[src/sv/sm3_pkg.sv]
// Shared types, constants and round helper functions for the SM3 hash engine.
package sm3_pkg;

	typedef struct packed {
		logic [31:0] msg_word;
		logic [2:0]  valid_bytes;
		logic        last_item;
	} sm3_in_t;

	typedef struct packed {
		logic [31:0] digest_word;
		logic [2:0]  word_index;
		logic        last_word;
	} sm3_out_t;

	typedef logic [31:0] sm3_word_t;

	localparam sm3_word_t SM3_IV [8] = '{
		32'h7380166f, 32'h4914b2b9, 32'h172442d7, 32'hda8a0600,
		32'ha96f30bc, 32'h163138aa, 32'he38dee4d, 32'hb0fb0e4e
	};

	localparam sm3_word_t SM3_T_LO = 32'h79cc4519;
	localparam sm3_word_t SM3_T_HI = 32'h7a879d8a;
	localparam sm3_word_t SM3_PAD_ONE = 32'h80000000;

	function automatic sm3_word_t rotl(input sm3_word_t x, input logic [4:0] n);
		logic [63:0] d;
		d = {x, x} << n;
		return d[63:32];
	endfunction

	function automatic sm3_word_t perm0(input sm3_word_t x);
		return x ^ rotl(x, 5'd9) ^ rotl(x, 5'd17);
	endfunction

	function automatic sm3_word_t perm1(input sm3_word_t x);
		return x ^ rotl(x, 5'd15) ^ rotl(x, 5'd23);
	endfunction

	// Round constant already rotated by the round number modulo 32.
	function automatic sm3_word_t round_const(input logic [5:0] j);
		sm3_word_t t;
		t = (j[5:4] == 2'd0) ? SM3_T_LO : SM3_T_HI;
		return rotl(t, j[4:0]);
	endfunction

endpackage

[src/sv/sm3_hash_engine_unit.sv]
// SM3 hash engine: message intake, padding, iterative compression and digest output.
//
// Usage:
//   Message words enter on msg_valid/msg_ready/msg_data, big-endian, four bytes
//   each; the item marked last_item may carry 0 to 4 bytes (valid_bytes, values
//   above four count as four). Digest words leave on dgst_valid/dgst_ready/
//   dgst_data, eight transfers per message, word_index 0 first, last_word on
//   the eighth.
// Timing:
//   Every sixteenth word starts a compression, one SM3 round per cycle through
//   a single round unit with the message expansion computed on the fly in a
//   16-word window; no new word is taken until the compression ends.
//   A last item places one padding word per cycle (up to 16), runs one or two
//   compressions, then offers the digest on dgst_valid/dgst_data.
// Reset and stalls:
//   arst_n loads the standard initial value and clears the length and the word
//   count. msg_ready is low while a block compresses, while padding runs and
//   while digest words are pending; a stalled receiver simply holds the digest
//   state, and after the eighth transfer the engine starts a fresh message.
module sm3_hash_engine_unit
	import sm3_pkg::*;
(
	input  logic     clk,
	input  logic     arst_n,
	input  logic     msg_valid,
	output logic     msg_ready,
	input  sm3_in_t  msg_data,
	output logic     dgst_valid,
	input  logic     dgst_ready,
	output sm3_out_t dgst_data
);

	localparam logic [1:0] ST_IDLE = 2'd0;
	localparam logic [1:0] ST_PAD  = 2'd1;
	localparam logic [1:0] ST_COMP = 2'd2;
	localparam logic [1:0] ST_OUT  = 2'd3;

	logic [1:0]  state_q, ret_q;
	logic [3:0]  wib_q;
	logic [63:0] bits_q;
	logic [5:0]  round_q;
	logic [2:0]  out_idx_q;
	logic        one_pending_q, hi_done_q;
	sm3_word_t   chain_q [8];
	sm3_word_t   v_q [8];
	sm3_word_t   win_q [16];

	// Intake decode
	logic      msg_xfer, dgst_xfer;
	logic [2:0] nb_sat;
	sm3_word_t last_word_d, pad_word_d;

	assign msg_ready = (state_q == ST_IDLE);
	assign msg_xfer  = msg_valid && msg_ready;
	assign dgst_valid = (state_q == ST_OUT);
	assign dgst_xfer = dgst_valid && dgst_ready;

	assign nb_sat = (msg_data.valid_bytes > 3'd4) ? 3'd4 : msg_data.valid_bytes;

	// Mask unused low bytes and append the 1 bit directly after the data; a full word leaves it pending for padding.
	always_comb begin
		case (nb_sat)
			3'd0: last_word_d = 32'h80000000;
			3'd1: last_word_d = {msg_data.msg_word[31:24], 24'h800000};
			3'd2: last_word_d = {msg_data.msg_word[31:16], 16'h8000};
			3'd3: last_word_d = {msg_data.msg_word[31:8], 8'h80};
			default: last_word_d = msg_data.msg_word;
		endcase
	end

	// Padding sequence: pending 1 bit, zero fill, then length high and low.
	always_comb begin
		if (one_pending_q) begin
			pad_word_d = SM3_PAD_ONE;
		end else if (wib_q == 4'd14) begin
			pad_word_d = bits_q[63:32];
		end else if (wib_q == 4'd15 && hi_done_q) begin
			pad_word_d = bits_q[31:0];
		end else begin
			pad_word_d = '0;
		end
	end

	// Shared round unit
	sm3_word_t a12, ss1, ss2, ff, gg, tt1, tt2, w_next;
	always_comb begin
		a12 = rotl(v_q[0], 5'd12);
		ss1 = rotl(a12 + v_q[4] + round_const(round_q), 5'd7);
		ss2 = ss1 ^ a12;
		if (round_q[5:4] == 2'd0) begin
			ff = v_q[0] ^ v_q[1] ^ v_q[2];
			gg = v_q[4] ^ v_q[5] ^ v_q[6];
		end else begin
			ff = (v_q[0] & v_q[1]) | (v_q[0] & v_q[2]) | (v_q[1] & v_q[2]);
			gg = (v_q[4] & v_q[5]) | (~v_q[4] & v_q[6]);
		end
		tt1 = ff + v_q[3] + ss2 + (win_q[0] ^ win_q[4]);
		tt2 = gg + v_q[7] + ss1 + win_q[0];
		w_next = perm1(win_q[0] ^ win_q[7] ^ rotl(win_q[13], 5'd15))
			^ rotl(win_q[3], 5'd7) ^ win_q[10];
	end

	// Sequencer, counters and chaining value
	always_ff @(posedge clk or negedge arst_n) begin
		if (!arst_n) begin
			state_q       <= ST_IDLE;
			ret_q         <= ST_IDLE;
			wib_q         <= '0;
			bits_q        <= '0;
			round_q       <= '0;
			out_idx_q     <= '0;
			one_pending_q <= 1'b0;
			hi_done_q     <= 1'b0;
			for (int i = 0; i < 8; i++) begin
				chain_q[i] <= SM3_IV[i];
			end
		end else begin
			case (state_q)
				ST_IDLE: begin
					if (msg_xfer) begin
						wib_q <= wib_q + 4'd1;
						if (msg_data.last_item) begin
							bits_q <= bits_q + {58'd0, nb_sat, 3'b000};
							one_pending_q <= (nb_sat == 3'd4);
						end else begin
							bits_q <= bits_q + 64'd32;
						end
						if (wib_q == 4'd15) begin
							state_q <= ST_COMP;
							ret_q   <= msg_data.last_item ? ST_PAD : ST_IDLE;
						end else if (msg_data.last_item) begin
							state_q <= ST_PAD;
						end
					end
				end
				ST_PAD: begin
					wib_q <= wib_q + 4'd1;
					one_pending_q <= 1'b0;
					if (!one_pending_q && wib_q == 4'd14) begin
						hi_done_q <= 1'b1;
					end
					if (wib_q == 4'd15) begin
						state_q <= ST_COMP;
						if (!one_pending_q && hi_done_q) begin
							ret_q     <= ST_OUT;
							hi_done_q <= 1'b0;
						end else begin
							ret_q <= ST_PAD;
						end
					end
				end
				ST_COMP: begin
					round_q <= round_q + 6'd1;
					if (round_q == 6'd63) begin
						state_q <= ret_q;
						chain_q[0] <= chain_q[0] ^ tt1;
						chain_q[1] <= chain_q[1] ^ v_q[0];
						chain_q[2] <= chain_q[2] ^ rotl(v_q[1], 5'd9);
						chain_q[3] <= chain_q[3] ^ v_q[2];
						chain_q[4] <= chain_q[4] ^ perm0(tt2);
						chain_q[5] <= chain_q[5] ^ v_q[4];
						chain_q[6] <= chain_q[6] ^ rotl(v_q[5], 5'd19);
						chain_q[7] <= chain_q[7] ^ v_q[6];
					end
				end
				ST_OUT: begin
					if (dgst_xfer) begin
						out_idx_q <= out_idx_q + 3'd1;
						if (out_idx_q == 3'd7) begin
							// Start the next message from the initial state.
							state_q <= ST_IDLE;
							bits_q  <= '0;
							wib_q   <= '0;
							for (int i = 0; i < 8; i++) begin
								chain_q[i] <= SM3_IV[i];
							end
						end
					end
				end
				default: begin
					state_q <= ST_IDLE;
				end
			endcase
		end
	end

	// Block window: filled by address, shifted during compression; working vars.
	always_ff @(posedge clk) begin
		if ((msg_xfer || state_q == ST_PAD) && wib_q == 4'd15) begin
			for (int i = 0; i < 8; i++) begin
				v_q[i] <= chain_q[i];
			end
		end
		case (state_q)
			ST_IDLE: begin
				if (msg_xfer) begin
					win_q[wib_q] <= msg_data.last_item ? last_word_d : msg_data.msg_word;
				end
			end
			ST_PAD: begin
				win_q[wib_q] <= pad_word_d;
			end
			ST_COMP: begin
				for (int i = 0; i < 15; i++) begin
					win_q[i] <= win_q[i + 1];
				end
				win_q[15] <= w_next;
				v_q[0] <= tt1;
				v_q[1] <= v_q[0];
				v_q[2] <= rotl(v_q[1], 5'd9);
				v_q[3] <= v_q[2];
				v_q[4] <= perm0(tt2);
				v_q[5] <= v_q[4];
				v_q[6] <= rotl(v_q[5], 5'd19);
				v_q[7] <= v_q[6];
			end
			default: begin
			end
		endcase
	end

	// Digest output
	assign dgst_data.digest_word = chain_q[out_idx_q];
	assign dgst_data.word_index  = out_idx_q;
	assign dgst_data.last_word   = (out_idx_q == 3'd7);

	// A compression always starts and runs with an empty fill count.
	a_comp_empty: assert property (@(posedge clk) disable iff (!arst_n)
		(state_q == ST_COMP) |-> (wib_q == 4'd0))
		else $error("fill count nonzero during compression");

	// Compression is never cut short.
	a_comp_hold: assert property (@(posedge clk) disable iff (!arst_n)
		(state_q == ST_COMP && round_q != 6'd63) |=> (state_q == ST_COMP))
		else $error("compression left early");

	// No intake while digest words are offered.
	a_no_overlap: assert property (@(posedge clk) disable iff (!arst_n)
		dgst_valid |-> !msg_ready)
		else $error("input accepted during digest output");

	// After the final digest transfer the engine is back at its initial state.
	a_restart: assert property (@(posedge clk) disable iff (!arst_n)
		(dgst_xfer && dgst_data.last_word) |=>
		(state_q == ST_IDLE && wib_q == 4'd0 && bits_q == 64'd0 && out_idx_q == 3'd0))
		else $error("engine not reset after digest");

endmodule
[config.mk]
export PLATFORM = sky130hd
export DESIGN_NAME = sm3_hash_engine_unit
export DESIGN_NICKNAME = d
export VERILOG_FILES = /design/src/sv/sm3_pkg.sv /design/src/sv/sm3_hash_engine_unit.sv
export SDC_FILE = /design/constraint.sdc
export NUM_CORES = 2
export LEC_CHECK = 0
export CAP_MARGIN = 25
export CELL_PAD_IN_SITES_DETAIL_PLACEMENT = 1
export CELL_PAD_IN_SITES_GLOBAL_PLACEMENT = 2
export CORE_MARGIN = 2
export CORE_UTILIZATION = 50
export CTS_BUF_LIST = sky130_fd_sc_hd__clkbuf_8
export CTS_CLUSTER_SIZE = 16
export DETAILED_ROUTE_END_ITERATION = 6
export DONT_BUFFER_PORTS = 1
export PLACE_DENSITY_LB_ADDON = 0.25
export SLEW_MARGIN = 40
export SYNTH_ARGS = -nofsm -noshare
export SYNTH_HDL_FRONTEND = slang
export SYNTH_SLANG_ARGS = --single-unit
export TNS_END_PERCENT = 100
[constraint.sdc]
create_clock -name clk -period 45.3 [get_ports clk]
set_input_delay 4.53 -clock clk [delete_from_list [all_inputs] [get_ports clk]]
set_output_delay 4.53 -clock clk [all_outputs]
set_load 0.05 [all_outputs]
==> results_dict.tcl <==
set metrics [dict create \
    worst_ep_required_time_ns 45.98 \
    fillCellCount 13000 \
    max_slew.worst_pin.slew_ns 0.917 \
    clock_sinks 1104 \
    chipWidth_um 360 \
    layout-drive-gt1-share_pct 15.7 \
    cts.path.max_buffers 3 \
    slew_violations 0 \
    slew_headroom_pct 38.4 \
    yosysMostFrequentCell "edfxtp_1" \
    ys_types 83 \
    insertion_delay_ns 0.96 \
    finalSetupViolCount 0 \
    yosysSeqAreaShare_pct 49.9 \
    post_cts_buffers 0 \
    core_um2 126000 \
    crit_path_frequent_cell "a21oi_1" \
    path_max_fanout 35 \
    hold_buffers 0 \
    finClkSkew_ns 0.0647 \
    synth-seq-cells 1104 \
    grt_pass1_wl_um 326000 \
    crit_arrival_ns 12.06 \
    ctsRootBufferMaster "clkbuf_8" \
    synth_common_cells "768 x edfxtp_1, 563 x a21o_1, 412 x nor2_1" \
    slowest_stage "xnor3_1" \
    rsz0062_at_grt "false" \
    synth_area_leaders "edfxtp_1 36%, dfrtp_1 8.6%, a21o_1 6.7%" \
    ctsResizeCount 0 \
    dp_slack_ns 34.00 \
    cts_buffers 190 \
    cap_violations 0 \
    grt_pass1_vias 46500 \
    antenna_found_initial 14 \
    place.gp.congestion 0.975 \
    synth_top_area_share_pct 36.4 \
    grt_max_degree 337 \
    post-route-worst-setup-slack_ns 33.93 \
    cts_tree "built" \
    yosysTopAreaCell "edfxtp_1" \
    slowest_delay_ns 0.55 \
    rows 130 \
    fin_area_um2 69100 \
    multi_input_area_um2 29700 \
    grt_usage_pct 34.7 \
    hold_class "reg -> reg" \
    ys.flop_type "edfxtp_1" \
    routed-via-count 44500 \
    drc 0 \
    ant_nets 0 \
    first_pass_iters 6 \
    h-tree-depth 4 \
    routedWlPerCell_um 30.9 \
    dp_hpwl_um 160000 \
    clk_pin_slew_worst_paths_ns 0.07 \
    synthToLayoutAreaGrowth_pct 9.09 \
    place_area_um2 65300 \
    end_kind "flop" \
    port_buffers 0 \
    die_h_um 360 \
    start_kind "flop" \
    path_class "reg -> reg" \
    run_status "completed" \
    fin_crit_sh_pct 25.1 \
    fin_tns_setup_ns 0 \
    avgViaCountPerCell 6.12 \
    drtIter0Drc 3517 \
    hold_violations 0 \
    syn_area_um2 63300 \
    async_reset_ff_share_pct 30.4 \
    initial_core_util_pct 50.4 \
    synthCells 5449 \
    fin_crit_ns 11.37 \
    synth.net_count 5790 \
    drt_wl_total_um 224000 \
    nNetsFinal 5788 \
    synth.yosys.warnings 0 \
    seqCellArea_um2 31600 \
    io_pins 78 \
    synth_enable_flop_cells 768 \
    syn_area_per_cell_um2 11.6 \
    fp.dieArea_um2 129000 \
    overflow 0 \
    fmax_ghz 0.0879 \
]
kinds of logic after synthesis:
family | count (synthesis) | share of synthesized area (%)
AO/OA/AOI/OAI | 1320 | 13.5
AND/OR/NAND/NOR | 1106 | 7.81
flip-flops | 1104 | 49.9
XOR/XNOR | 619 | 8.76
buffers and inverters | 590 | 3.50
multiplexers | 408 | 8.27
adder cells (fa/ha/maj) | 302 | 8.21
layer usage:
layer | share of wire (%) | GRT usage [%]
met2 | 49 | 58.1
met3 | 6.1 | 6.73
met1 | 39 | 43.1
met5 | 0.031 | 0
met4 | 5.5 | 17.2
final timing paths:
kind / startpoint / slack [ns] / cells after the start / end
setup / recovery: round_q[5] / 33.93 / 36 / v_q[4][3]
hold / removal: win_q[5][3] / 0.48 / 1 / win_q[4][3]
setup reg to reg: round_q[5] / 33.93 / 36 / v_q[4][3]
hold reg to reg: win_q[5][3] / 0.48 / 1 / win_q[4][3]
max in group asynchronous: arst_n / 41.31 / 0 / chain_q[180]
min in group asynchronous: arst_n / 3.32 / 0 / chain_q[54]
placed cells by master (no fill, tap or decap), types with 10 or more instances in the layout:
master and instances:
dfstp_2 119, mux2_2 282, xnor2_1 339, inv_1 384, nand4_1 13, mux4_2 64
nor3_1 36, nand2b_1 12, nor2_2 10, mux2i_1 62, fa_1 189, edfxtp_1 768
buf_6 13, a31oi_1 15, and3_1 129, nor2b_1 13, a31o_2 21, clkbuf_8 212
o31ai_1 17, a21o_1 563, a21oi_1 314, xor2_1 264, ha_1 110, o21a_1 11
or3_1 31, buf_4 69, a211oi_1 12, o211ai_1 12, nand2_1 337, o21ai_0 276
nor2_1 400, nand2_2 14, nand3_1 63, clkinv_1 35, dfrtp_1 212
cell type report:
type	count	area share (%)
Clock buffer	212	4.23
Timing Repair Buffer	92	1.28
Clock inverter	143	1.07
Multi-Input combinational cell	3755	43.0
Antenna cell	5	0.0181
Inverter	304	1.66
Sequential cell	1104	45.8
Tap cell	1650	2.99
flip-flops by register name, summed over array words and instances (netlist names):
register / count
hi_done_q: 1
one_pending_q: 1
state_q: 2
out_idx_q: 3
ret_q: 2
chain_q: 256
wib_q: 4
v_q: 256
bits_q: 61
round_q: 6
win_q: 512
worst max-delay path: cells and delay by family, from the launching register on:
family	cells	cell delay (ns)
AND/OR/NAND/NOR	5	1.43
flip-flops	1	0.42
XOR/XNOR	3	1.25
adder cells (fa/ha/maj)	7	2.93
AO/OA/AOI/OAI	14	3.58
buffers and inverters	4	0.74
multiplexers	3	0.73
stage by stage:
step	std cells	utilization, %	hold WS [ns]
after floorplan	5449	-	0.464
final	7265	55.0	0.483
after global placement	6898	51.8	0.493
after global routing	7261	55.0	0.494
after detailed placement	6904	52.0	0.508
after CTS	7259	55.0	0.482
Power is left out: the tool's default activity adds up to more than one toggle a clock period on the data nets, which glitch-free logic cannot reach.
